<file path="src/sv/bitmap_page_frame_allocator_assert.svh">
// ---------------------------------------------------------------------------
// Assertion macros for the bitmap page frame allocator
// Implication checks sampled on clk, disabled during rst.
// ---------------------------------------------------------------------------
`ifndef BITMAP_PAGE_FRAME_ALLOCATOR_ASSERT_SVH
`define BITMAP_PAGE_FRAME_ALLOCATOR_ASSERT_SVH

// same-cycle implication
`define BPFA_ASSERT_SAME(label, cond_a, cond_b) \
  label: assert property (@(posedge clk) disable iff (rst) (cond_a) |-> (cond_b)) \
    else $error("bpfa assertion failed");

// next-cycle implication
`define BPFA_ASSERT_NEXT(label, cond_a, cond_b) \
  label: assert property (@(posedge clk) disable iff (rst) (cond_a) |=> (cond_b)) \
    else $error("bpfa assertion failed");

`endif

</file>
<file path="src/sv/bpfa_pkg.sv">
// ---------------------------------------------------------------------------
// bpfa_pkg
// Shared constants and types of the bitmap page frame allocator.
// ---------------------------------------------------------------------------
package bpfa_pkg;

  localparam int FRAMES_DEF    = 65536;
  localparam int WORD_BITS_DEF = 32;
  localparam int PAGE_SHIFT    = 12;
  localparam int ADDR_W        = 32;
  localparam int CNT_W         = 17;   // free count, frame_count, frame_limit
  localparam int FRM_W         = 21;   // frame numbers, range ends and limits
  localparam int PFN_W         = ADDR_W - PAGE_SHIFT;

  localparam logic [1:0] REQ_ALLOC   = 2'd0;
  localparam logic [1:0] REQ_FREE    = 2'd1;
  localparam logic [1:0] REQ_RELEASE = 2'd2;
  localparam logic [1:0] REQ_RESERVE = 2'd3;

  localparam logic [1:0] ST_OK      = 2'd0;
  localparam logic [1:0] ST_NOMEM   = 2'd1;
  localparam logic [1:0] ST_DBLFREE = 2'd2;
  localparam logic [1:0] ST_LIMIT   = 2'd3;

  typedef enum logic [1:0] {
    OP_ALLOC = 2'd0,
    OP_RANGE = 2'd1,
    OP_COUNT = 2'd2
  } op_t;

  // classified request, front to back
  typedef struct packed {
    op_t              op;
    logic             set;     // range sets used bits
    logic             single;  // single-frame free
    logic             st_lim;  // part of the request lies at or above the limit
    logic [FRM_W-1:0] lo;
    logic [FRM_W-1:0] hi;
  } req_t;

endpackage

</file>
<file path="src/sv/bpfa_front.sv">
// ---------------------------------------------------------------------------
// bpfa_front
// Accepts request items, turns each into a frame range and queues it.
// ---------------------------------------------------------------------------
module bpfa_front
  import bpfa_pkg::*;
(
  input  logic             clk,
  input  logic             rst,
  input  logic [FRM_W-1:0] lim,
  input  logic             hold,
  input  logic             in_valid,
  output logic             in_ready,
  input  logic [1:0]       in_type,
  input  logic [ADDR_W-1:0] in_addr,
  input  logic [CNT_W-1:0] in_count,
  output logic             q_valid,
  output req_t             q_item,
  input  logic             q_pop
);

  req_t             cls;
  logic [FRM_W-1:0] f;
  logic [FRM_W-1:0] fend;
  req_t             q0;
  req_t             q1;
  logic [1:0]       fill;
  logic             push;

  always_comb begin
    f    = FRM_W'(in_addr[ADDR_W-1:PAGE_SHIFT]);
    fend = f + FRM_W'(in_count);
    cls  = '0;
    unique case (in_type)
      REQ_ALLOC: begin
        cls.op = OP_ALLOC;
        cls.lo = '0;
        cls.hi = lim;
      end
      REQ_FREE: begin
        cls.op     = OP_RANGE;
        cls.single = 1'b1;
        cls.st_lim = (f >= lim);
        cls.lo     = f;
        cls.hi     = (f >= lim) ? f : f + FRM_W'(1);
      end
      default: begin
        cls.op     = OP_RANGE;
        cls.set    = (in_type == REQ_RESERVE);
        cls.st_lim = (in_count != '0) && (fend > lim);
        cls.lo     = f;
        cls.hi     = (fend < lim) ? fend : lim;
      end
    endcase
  end

  assign in_ready = (fill != 2'd2) && !hold;
  assign push     = in_valid && in_ready;
  assign q_valid  = (fill != 2'd0);
  assign q_item   = q0;

  always_ff @(posedge clk) begin
    if (rst) begin
      fill <= 2'd0;
    end else begin
      fill <= fill + {1'b0, push} - {1'b0, q_pop};
    end
  end

  // two-entry queue, head in q0
  always_ff @(posedge clk) begin
    if (q_pop) begin
      q0 <= (push && fill == 2'd1) ? cls : q1;
      if (push && fill == 2'd2) q1 <= cls;
    end else if (push) begin
      if (fill == 2'd0) q0 <= cls;
      else q1 <= cls;
    end
  end

endmodule

</file>
<file path="config.mk">
export PLATFORM = sky130hd
export DESIGN_NAME = bpfa_front
export DESIGN_NICKNAME = d
export VERILOG_FILES = /design/src/sv/bitmap_page_frame_allocator_assert.svh /design/src/sv/bpfa_pkg.sv /design/src/sv/bpfa_front.sv
export SDC_FILE = /design/constraint.sdc
export NUM_CORES = 1
export LEC_CHECK = 0
export BUFFER_PORTS_ARGS = -buffer_cell sky130_fd_sc_hd__buf_2
export CAP_MARGIN = 0
export CORE_AREA = 4 4 173 175
export CTS_CLUSTER_SIZE = 28
export DETAILED_ROUTE_END_ITERATION = 7
export DIE_AREA = 0 0 177 179
export PLACE_DENSITY_LB_ADDON = 0.12
export RECOVER_POWER = 25
export SLEW_MARGIN = 25
export SYNTH_ARGS = -nofsm -noshare
export SYNTH_HDL_FRONTEND = slang
export SYNTH_SLANG_ARGS = --single-unit
export TNS_END_PERCENT = 20
</file>
<file path="constraint.sdc">
create_clock -name clk -period 5.6 [get_ports clk]
set_input_delay 1.12 -clock clk [delete_from_list [all_inputs] [get_ports clk]]
set_output_delay 1.12 -clock clk [all_outputs]
set_load 0.05 [all_outputs]
</file>
---- Word level (Yosys, flattened, before mapping) ----
Index checks and enable logic that the tools add are counted.
operators by class
  add/subtract/negate cells ............... 4
  $lt $le $gt $ge ......................... 3
  eq/ne operators ......................... 7
  muxes and demuxes ....................... 15
  reductions and logical operators ........ 15
operators with widths
  cell                     count
  $mux W47                 8
  $pmux W41 S2             1
  $mux W21                 2
  $add A20 B1 Y21 const B  1
  $add A20 B17 Y21         1
  $ge A20 B21 Y1           1
  $gt A21 B21 Y1           1
  $lt A21 B21 Y1           1
  $reduce_bool A17 Y1      1
  $reduce_bool A2 Y1       3
  $logic_and A1 B1 Y1      5
  $eq A2 B1 Y1 const B     2
  $eq A2 B2 Y1 const B     2
  $logic_not A2 Y1         2
  $ne A2 B2 Y1 const B     2
  $mux W1                  3
  $reduce_and A3 Y1        1
  $add A2 B1 Y2            1
  $ne A2 B1 Y1 const B     1
  $pmux W1 S2              1
  $reduce_and A2 Y1        1
  $reduce_or A2 Y1         1
  $sub A2 B1 Y2            1
  $logic_not A1 Y1         1
word-level totals
  register bits after elaboration ......... 96
  logic and storage cells ................. 57

---- Longest topological paths before layout ----
Gate-level depths: netlist (run 1).
  depth in word-level cells ............... 7
  depth in mapped cells ................... 18
  depth with buffers taken out ............ 17

---- Worst setup path after synthesis (run 1) ----
No wires, ideal clock.
  path kind ............................... input to register
  start ................................... in hold
  end ..................................... reg q1[0] in the netlist's numbering (enable)
  arrival time ............................ 5.489 ns
  data required time ...................... 5.096 ns
  slack ................................... -0.393 ns
  cell stages on the path ................. 4
  buffers on the path ..................... 0
  path through ............................ a21oi_1 -> nand2_1 -> ha_1 -> nor3_1
on the way
  cells in the longest elaborated chain, start to end .. 6
  elaborated cells on any way between the ends .. 7
RTL lines
  element                               line              source
  start: declaration                    bpfa_front.sv:11  input logic hold,
  $logic_not A1 Y1 *                    bpfa_front.sv:57  assign in_ready = (fill != 2'd2) && !hold;
  $logic_and A1 B1 Y1 *                 bpfa_front.sv:57
  $logic_and A1 B1 Y1 *                 bpfa_front.sv:58  assign push = in_valid && in_ready;
  $logic_and A1 B1 Y1                   bpfa_front.sv:74  if (push && fill == 2'd2) q1 <= cls;
  $ne A2 B1 Y1 (no source line)         --
  $reduce_and A3 Y1 (no source line) *  --
  end signal: assignment                bpfa_front.sv:74
  end signal: assignment                bpfa_front.sv:77  else q1 <= cls;
  end: declaration                      bpfa_front.sv:26  req_t q1;
Mark *: on every way between the ends. The rest lies on a longest branch, timed or not.
A chain may end at the register's enable or synchronous reset.

---- Worst setup path in the final report (run 1) ----
  start ................................... in in_addr[12]
  end ..................................... reg q0, in the netlist q_item[12], data pin
on the way
  cells in the longest elaborated chain, start to end .. 7
  elaborated cells on any way between the ends .. 11
RTL lines
  element                 line              source
  start: declaration      bpfa_front.sv:15  input logic [ADDR_W-1:0] in_addr,
  $add A20 B17 Y21        bpfa_front.sv:32  fend = f + FRM_W'(in_count);
  $lt A21 B21 Y1          bpfa_front.sv:52  cls.hi = (fend < lim) ? fend : lim;
  $mux W21                bpfa_front.sv:52
  $pmux W41 S2 *          bpfa_front.sv:34  unique case (in_type)
  $mux W47                bpfa_front.sv:76  if (fill == 2'd0) q0 <= cls;
  $mux W47                bpfa_front.sv:75  end else if (push) begin
  $mux W47 *              bpfa_front.sv:72  if (q_pop) begin
  end signal: assignment  bpfa_front.sv:73  q0 <= (push && fill == 2'd1) ? cls : q1;
  end signal: assignment  bpfa_front.sv:76
  end: declaration        bpfa_front.sv:25  req_t q0;
Mark *: on every way between the ends. The rest lies on a longest branch, timed or not. The select of a mux whose other input is x is not followed.

==> results of run 1 <==
critical path, cell delays in order:
cell and delay (ns):
buf_2 0.12, ha_1 0.21, inv_1 0.07, fa_1 0.19, nand2b_1 0.14, a21oi_1 0.07, buf_4 0.15, o2111ai_1 0.28
nand2_1 0.18, o31ai_1 0.41, nor2_1 0.09, ha_1 0.28, and3_1 0.18, a221oi_1 0.28, o21ai_1 0.20, a211oi_4 0.33
buf_4 0.22, buf_12 0.12, mux2_2 0.35, a221o_1 0.33
cells in the mapped netlist, drive strengths merged (10+ instances only):
cell	n	area share [%]
mux2i	13	1.9
edfxtp	90	39
nor4	16	1.7
nand4	10	0.89
o21ai	33	2.4
nand3	20	1.4
nor2b	18	1.6
a21oi	48	3.4
inv	40	2.1
and3	10	0.89
mux2	37	5.9
clkbuf	24	1.3
ha	62	11
nor3	16	1.1
a31oi	13	1.2
nand2	66	3.5
nor2	60	3.2
cell families after synthesis:
family / synth area share (%)
muxes: 7.80
and+or+nand+nor: 18.6
other: 0.0535
DFF: 39.1
xor gates and xnor gates: 2.13
adders and majority gates: 11.4
buffers and inverters: 4.23
AOI/OAI and AO/OA: 16.6
cell type report:
cell class	count	area, um^2	area share [%]
Clock inverter	7	57.6	0.674
Timing Repair Buffer	162	886	10.4
Multi-Input combinational cell	558	4000	46.8
Tap cell	384	480	5.63
Clock buffer	9	225	2.64
Sequential cell	92	2740	32.1
Inverter	41	154	1.80
flip-flops by register name, summed over array words and instances (netlist names):
| register | flops |
|---|---|
| q1 | 45 |
| q_item | 45 |
| fill | 2 |
final timing paths:
path / startpoint / end / slack, ns / cells past startpoint
min reg2reg: q1[34] / q_item[34] / 0.55 / 1
max: in_addr[12] / q_item[12] / 0.37 / 20
max reg2reg: fill[0] / q_item[25] / 3.09 / 6
min: q1[34] / q_item[34] / 0.55 / 1
power groups by stage:
stage	combinational, W	clock (W)	sequential (W)
floorplan	0.000427	0	0.00113
CTS	0.000936	0.000616	0.000911
finish	0.000910	0.000596	0.000912
detailed placement	0.000933	0	0.000926
global placement	0.000932	0	0.000925
global route	0.000997	0.000646	0.000921
layer usage:
layer / global-route usage, % / part of all wire [%]
met5: 0 / 0
met4: 3.13 / 1.2
met1: 21.2 / 50
met3: 2.32 / 3.7
met2: 23.2 / 45
stage by stage:
stage          setup slack, ns  total power, W
2_1_floorplan            0.455         0.00156
3_3_place_gp            0.0172         0.00186
3_5_place_dp            0.0232         0.00186
4_1_cts                  0.383         0.00246
5_1_grt                 0.0840         0.00256
6_report                 0.374         0.00242
==> impl_metrics.toml, run 1 <==
[final_layout]
antenna_cells = 0
final_common_cell = "edfxtp_1"
fill_cells = 3073
final_layout_size_suffix_gt1_share_pct = 20.0
post-route-cell-area_um2 = 8540
fin_nets = 1004
area_growth_pct = 21.9
layout_common_cells = "edfxtp_1 (90), nand2_1 (65), buf_2 (65)"
final_util_pct = 30.0
final_cells = 1253

[logic_synthesis]
seq_area_frac_synth_pct = 39.1
synth.distinct_cells = 72
synth_top_flop_cell = "edfxtp_1"
async_reset_ff_share_pct = 0
ys_ff_latch = 92
syn_area_um2 = 7010
synth_edf_count = 90
syn_area_per_cell_um2 = 9.69
yosys_warnings = 0
synthCells = 723

[die]
num_rows = 62
initial_utilization_pct = 24.6
die_y_um = 179
die_area_um2 = 31700
core_area_um2 = 28500
ioPinCount = 126
die_w_um = 177

[place]
gp_congestion = 0.826
hpwl_mm = 19.0
place_area_um2 = 8330
port-buffer-count = 111
place_inst = 1237

[pwr]
p_seq_share_pct = 37.7
peakVddDrop_uv = 94.5
power.leakage_nw = 3.46
p_comb_share_pct = 37.6
p_clk_share_pct = 24.7
power.density_nw_per_um2 = 283
p_sw_share_pct = 37.5
p_int_w = 0.00151
netSwitchingPower_w = 0.000906

[sta]
worst_pin_slew_ns = 1.21
holdWs_ns = 0.549
rsz0062_at_grt = "no"
finalHoldViolations = 0
fin_crit_sh_pct = 93.3
fmax_ghz = 0.191
fin_skew_ns = 0.00920
final_max_slew_viol_count = 0
finalSetupTns_ns = 0
slew-limit-headroom_pct = 19.3
setup_viol = 0
fin_crit_ns = 5.23

[clock_tree]
hold_buffers = 0
cts_setup_buffers = 0
cts_buffers = 9
cts-root-buf = "clkbuf_16"
clk_pin_slew_ns = 0.07
htreeDepth = 3
clk_latency_ns = 0.35
cts_max_path_buffers = 2
cts_resized = 0
cts_sinks = 92
cts_tree = "done"

[critical_path]
cp.required_ns = 5.70
worstPathMaxFanout = 6
endpoint_kind = "flip-flop"
worstSetupPathType = "in -> reg"
critPathArrivalTime_ns = 5.32
cp-start-kind = "primary input"

[route]
routed_wl_mm = 23.4
drt_iter0_markers = 365
remaining_drc_errors = 0
wire_per_inst_um = 18.7
vias = 5969
drtAntennaViolNets = 0
via_per_inst = 4.76
first_pass_iters = 5

[hold_path]
hp-class = "reg -> reg"

[grt]
grt_max_degree = 46
track_usage_pct = 14.7
grt_first_pass_wirelength_mm = 35.6
overflow = 0
grt_pass1_vias = 5896
grt_antenna_before_repair = 0

[outcome]
status = "completed"

[flow_run]
cap_violations = 0
Note: power is estimated with default switching activity, not from simulation.
==> run 2, diff against run 1 <==
CORE_AREA = 4 4 165 183   (was 4 4 173 175)
DIE_AREA = 0 0 169 187   (was 0 0 177 179)
==> run 2 against run 1 <==
Net effect: the flow now finishes with violations (max-capacitance violations, max-slew violations); non-clock buffer count down 3; register-to-register slack worse by 0.81 ns; routed wire length up 1.8%; worst hold slack worse by 0.023 ns; design area down 0.86%; sequential share of layout area up 0.28 points; worst setup slack better by 0.026 ns; die area down 0.25%; critical endpoint is now q_item[11]; critical path depth unchanged; final cell count down 1.7%.
==> impl_metrics.toml, run 2 (synthesis results as in run 1) <==
[route]
first_pass_iters = 5
drt_iter0_markers = 382
wire_per_inst_um = 19.3
remaining_drc_errors = 0
drtAntennaViolNets = 0
via_per_inst = 4.89
routed_wl_mm = 23.8
vias = 6029

[clock_tree]
cts_buffers = 9
cts_resized = 0
cts-root-buf = "clkbuf_16"
htreeDepth = 3
clk_latency_ns = 0.34
cts_sinks = 92
cts_max_path_buffers = 2
cts_setup_buffers = 0
clk_pin_slew_ns = 0.06
cts_tree = "done"
hold_buffers = 0

[sta]
finalHoldViolations = 0
setup_ws_ns = 0.400
fin_crit_ns = 5.20
fmax_ghz = 0.192
final_max_slew_viol_count = 20
slew-limit-headroom_pct = -24.2
fin_crit_sh_pct = 92.9
worst_pin_slew_ns = 1.86
fin_skew_ns = 0.00566
finalSetupTns_ns = 0
setup_viol = 0
rsz0062_at_grt = "no"

[critical_path]
endpoint_kind = "flip-flop"
worstPathMaxFanout = 8
critPathArrivalTime_ns = 5.30
reg2reg_depth = 6
r2r_setup_slack_ns = 2.28
r2r-end = "q_item[44]"
cp-start-kind = "primary input"
rr_startpoint = "fill[0]"
cp.required_ns = 5.70
worstSetupPathType = "in -> reg"

[final_layout]
fin_nets = 1001
layout_common_cells = "edfxtp_1 (90), nand2_1 (65), buf_2 (65)"
area_growth_pct = 20.9
area.sequential_um2 = 2740
final_common_cell = "edfxtp_1"
fill_cells = 3001
post-route-cell-area_um2 = 8470
final_layout_size_suffix_gt1_share_pct = 19.7
multiInputGateArea_um2 = 3980
antenna_cells = 0

[die]
ioPinCount = 126
die_w_um = 169
core_area_um2 = 28400
die_area_um2 = 31600
initial_utilization_pct = 24.7
num_rows = 65
die_y_um = 187

[hold_path]
hp-class = "reg -> reg"
whs_endpoint = "q_item[43]"
worstHoldStart = "q1[43]"
whs_path_depth = 2

[pwr]
p_total_w = 0.00240
netSwitchingPower_w = 0.000894
power.density_nw_per_um2 = 283
p_comb_share_pct = 37.6
power.leakage_nw = 3.44
p_sw_share_pct = 37.3
p_seq_share_pct = 38.1
p_clk_share_pct = 24.3
peakVddDrop_uv = 120
p_int_w = 0.00150

[outcome]
status = "finished with violations"
violations = "max-capacitance violations, max-slew violations"

[grt]
grt_antenna_before_repair = 0
grt_first_pass_wirelength_mm = 36.5
track_usage_pct = 14.9
overflow = 0
grt_pass1_vias = 6051
grt_max_degree = 46

[place]
hpwl_mm = 19.2
port-buffer-count = 111
place_area_um2 = 8270
pre_cts_slack_ns = 0.0674
gp_congestion = 0.847

[flow_run]
cap_violations = 1
## run 2: how the worst max path moves through the flow
stage / startpoint / end / slack (ns)
after floorplan: in_addr[12] / q_item[4] / 0.45
after global placement: in_addr[12] / q_item[17] / 0.03
after detailed placement: in_addr[12] / q_item[17] / 0.07
after CTS: in_addr[12] / q_item[11] / 0.42
after global routing: in_addr[12] / q_item[11] / 0.14
final: in_addr[12] / q_item[11] / 0.40
## run 2: area by class of cell
class,count,share of cell area [%]
clock buffer,10,2.70
clock inverter,4,0.502
inverter,41,1.82
multi-input combinational,558,47.1
sequential,92,32.4
tap,368,5.44
timing repair buffer,159,10.1
## run 2: power by group through the flow
stage	clock, W	combinational (W)	sequential (W)
6_report	0.000582	0.000901	0.000913
5_1_grt	0.000636	0.000986	0.000924
4_1_cts	0.000605	0.000931	0.000912
3_5_place_dp	0	0.000927	0.000927
3_3_place_gp	0	0.000926	0.000925
2_1_floorplan	0	0.000427	0.00113
## run 2: critical path, cell delays in order
cell	delay, ns
buf_2	0.13
ha_1	0.21
inv_1	0.07
fa_1	0.19
nand2b_1	0.13
a21oi_1	0.07
buf_4	0.15
o2111ai_1	0.26
nand2_1	0.17
o31ai_1	0.32
nor2_1	0.09
ha_1	0.28
and3_1	0.19
a221oi_1	0.29
o21ai_1	0.21
a211oi_4	0.35
buf_4	0.25
mux2i_1	0.21
o221ai_1	0.23
mux2_2	0.36
## run 2: per-stage QoR
step / cells / util, % / hold WS (ns)
floorplan: 724 / - / 0.496
global placement: 1218 / 29.1 / 0.515
detailed placement: 1218 / 29.1 / 0.507
CTS: 1232 / 30.1 / 0.528
global route: 1232 / 29.8 / 0.562
finish: 1232 / 29.8 / 0.525
## run 2: routing by layer
| metal | global-route usage, % | share of wire (%) | wire length, um |
|---|---|---|---|
| met5 | 0 | 0 | 0 |
| met4 | 3.25 | 1.1 | 258 |
| met3 | 2.09 | 4.4 | 1060 |
| met2 | 24.4 | 47 | 11100 |
| met1 | 20.8 | 48 | 11400 |
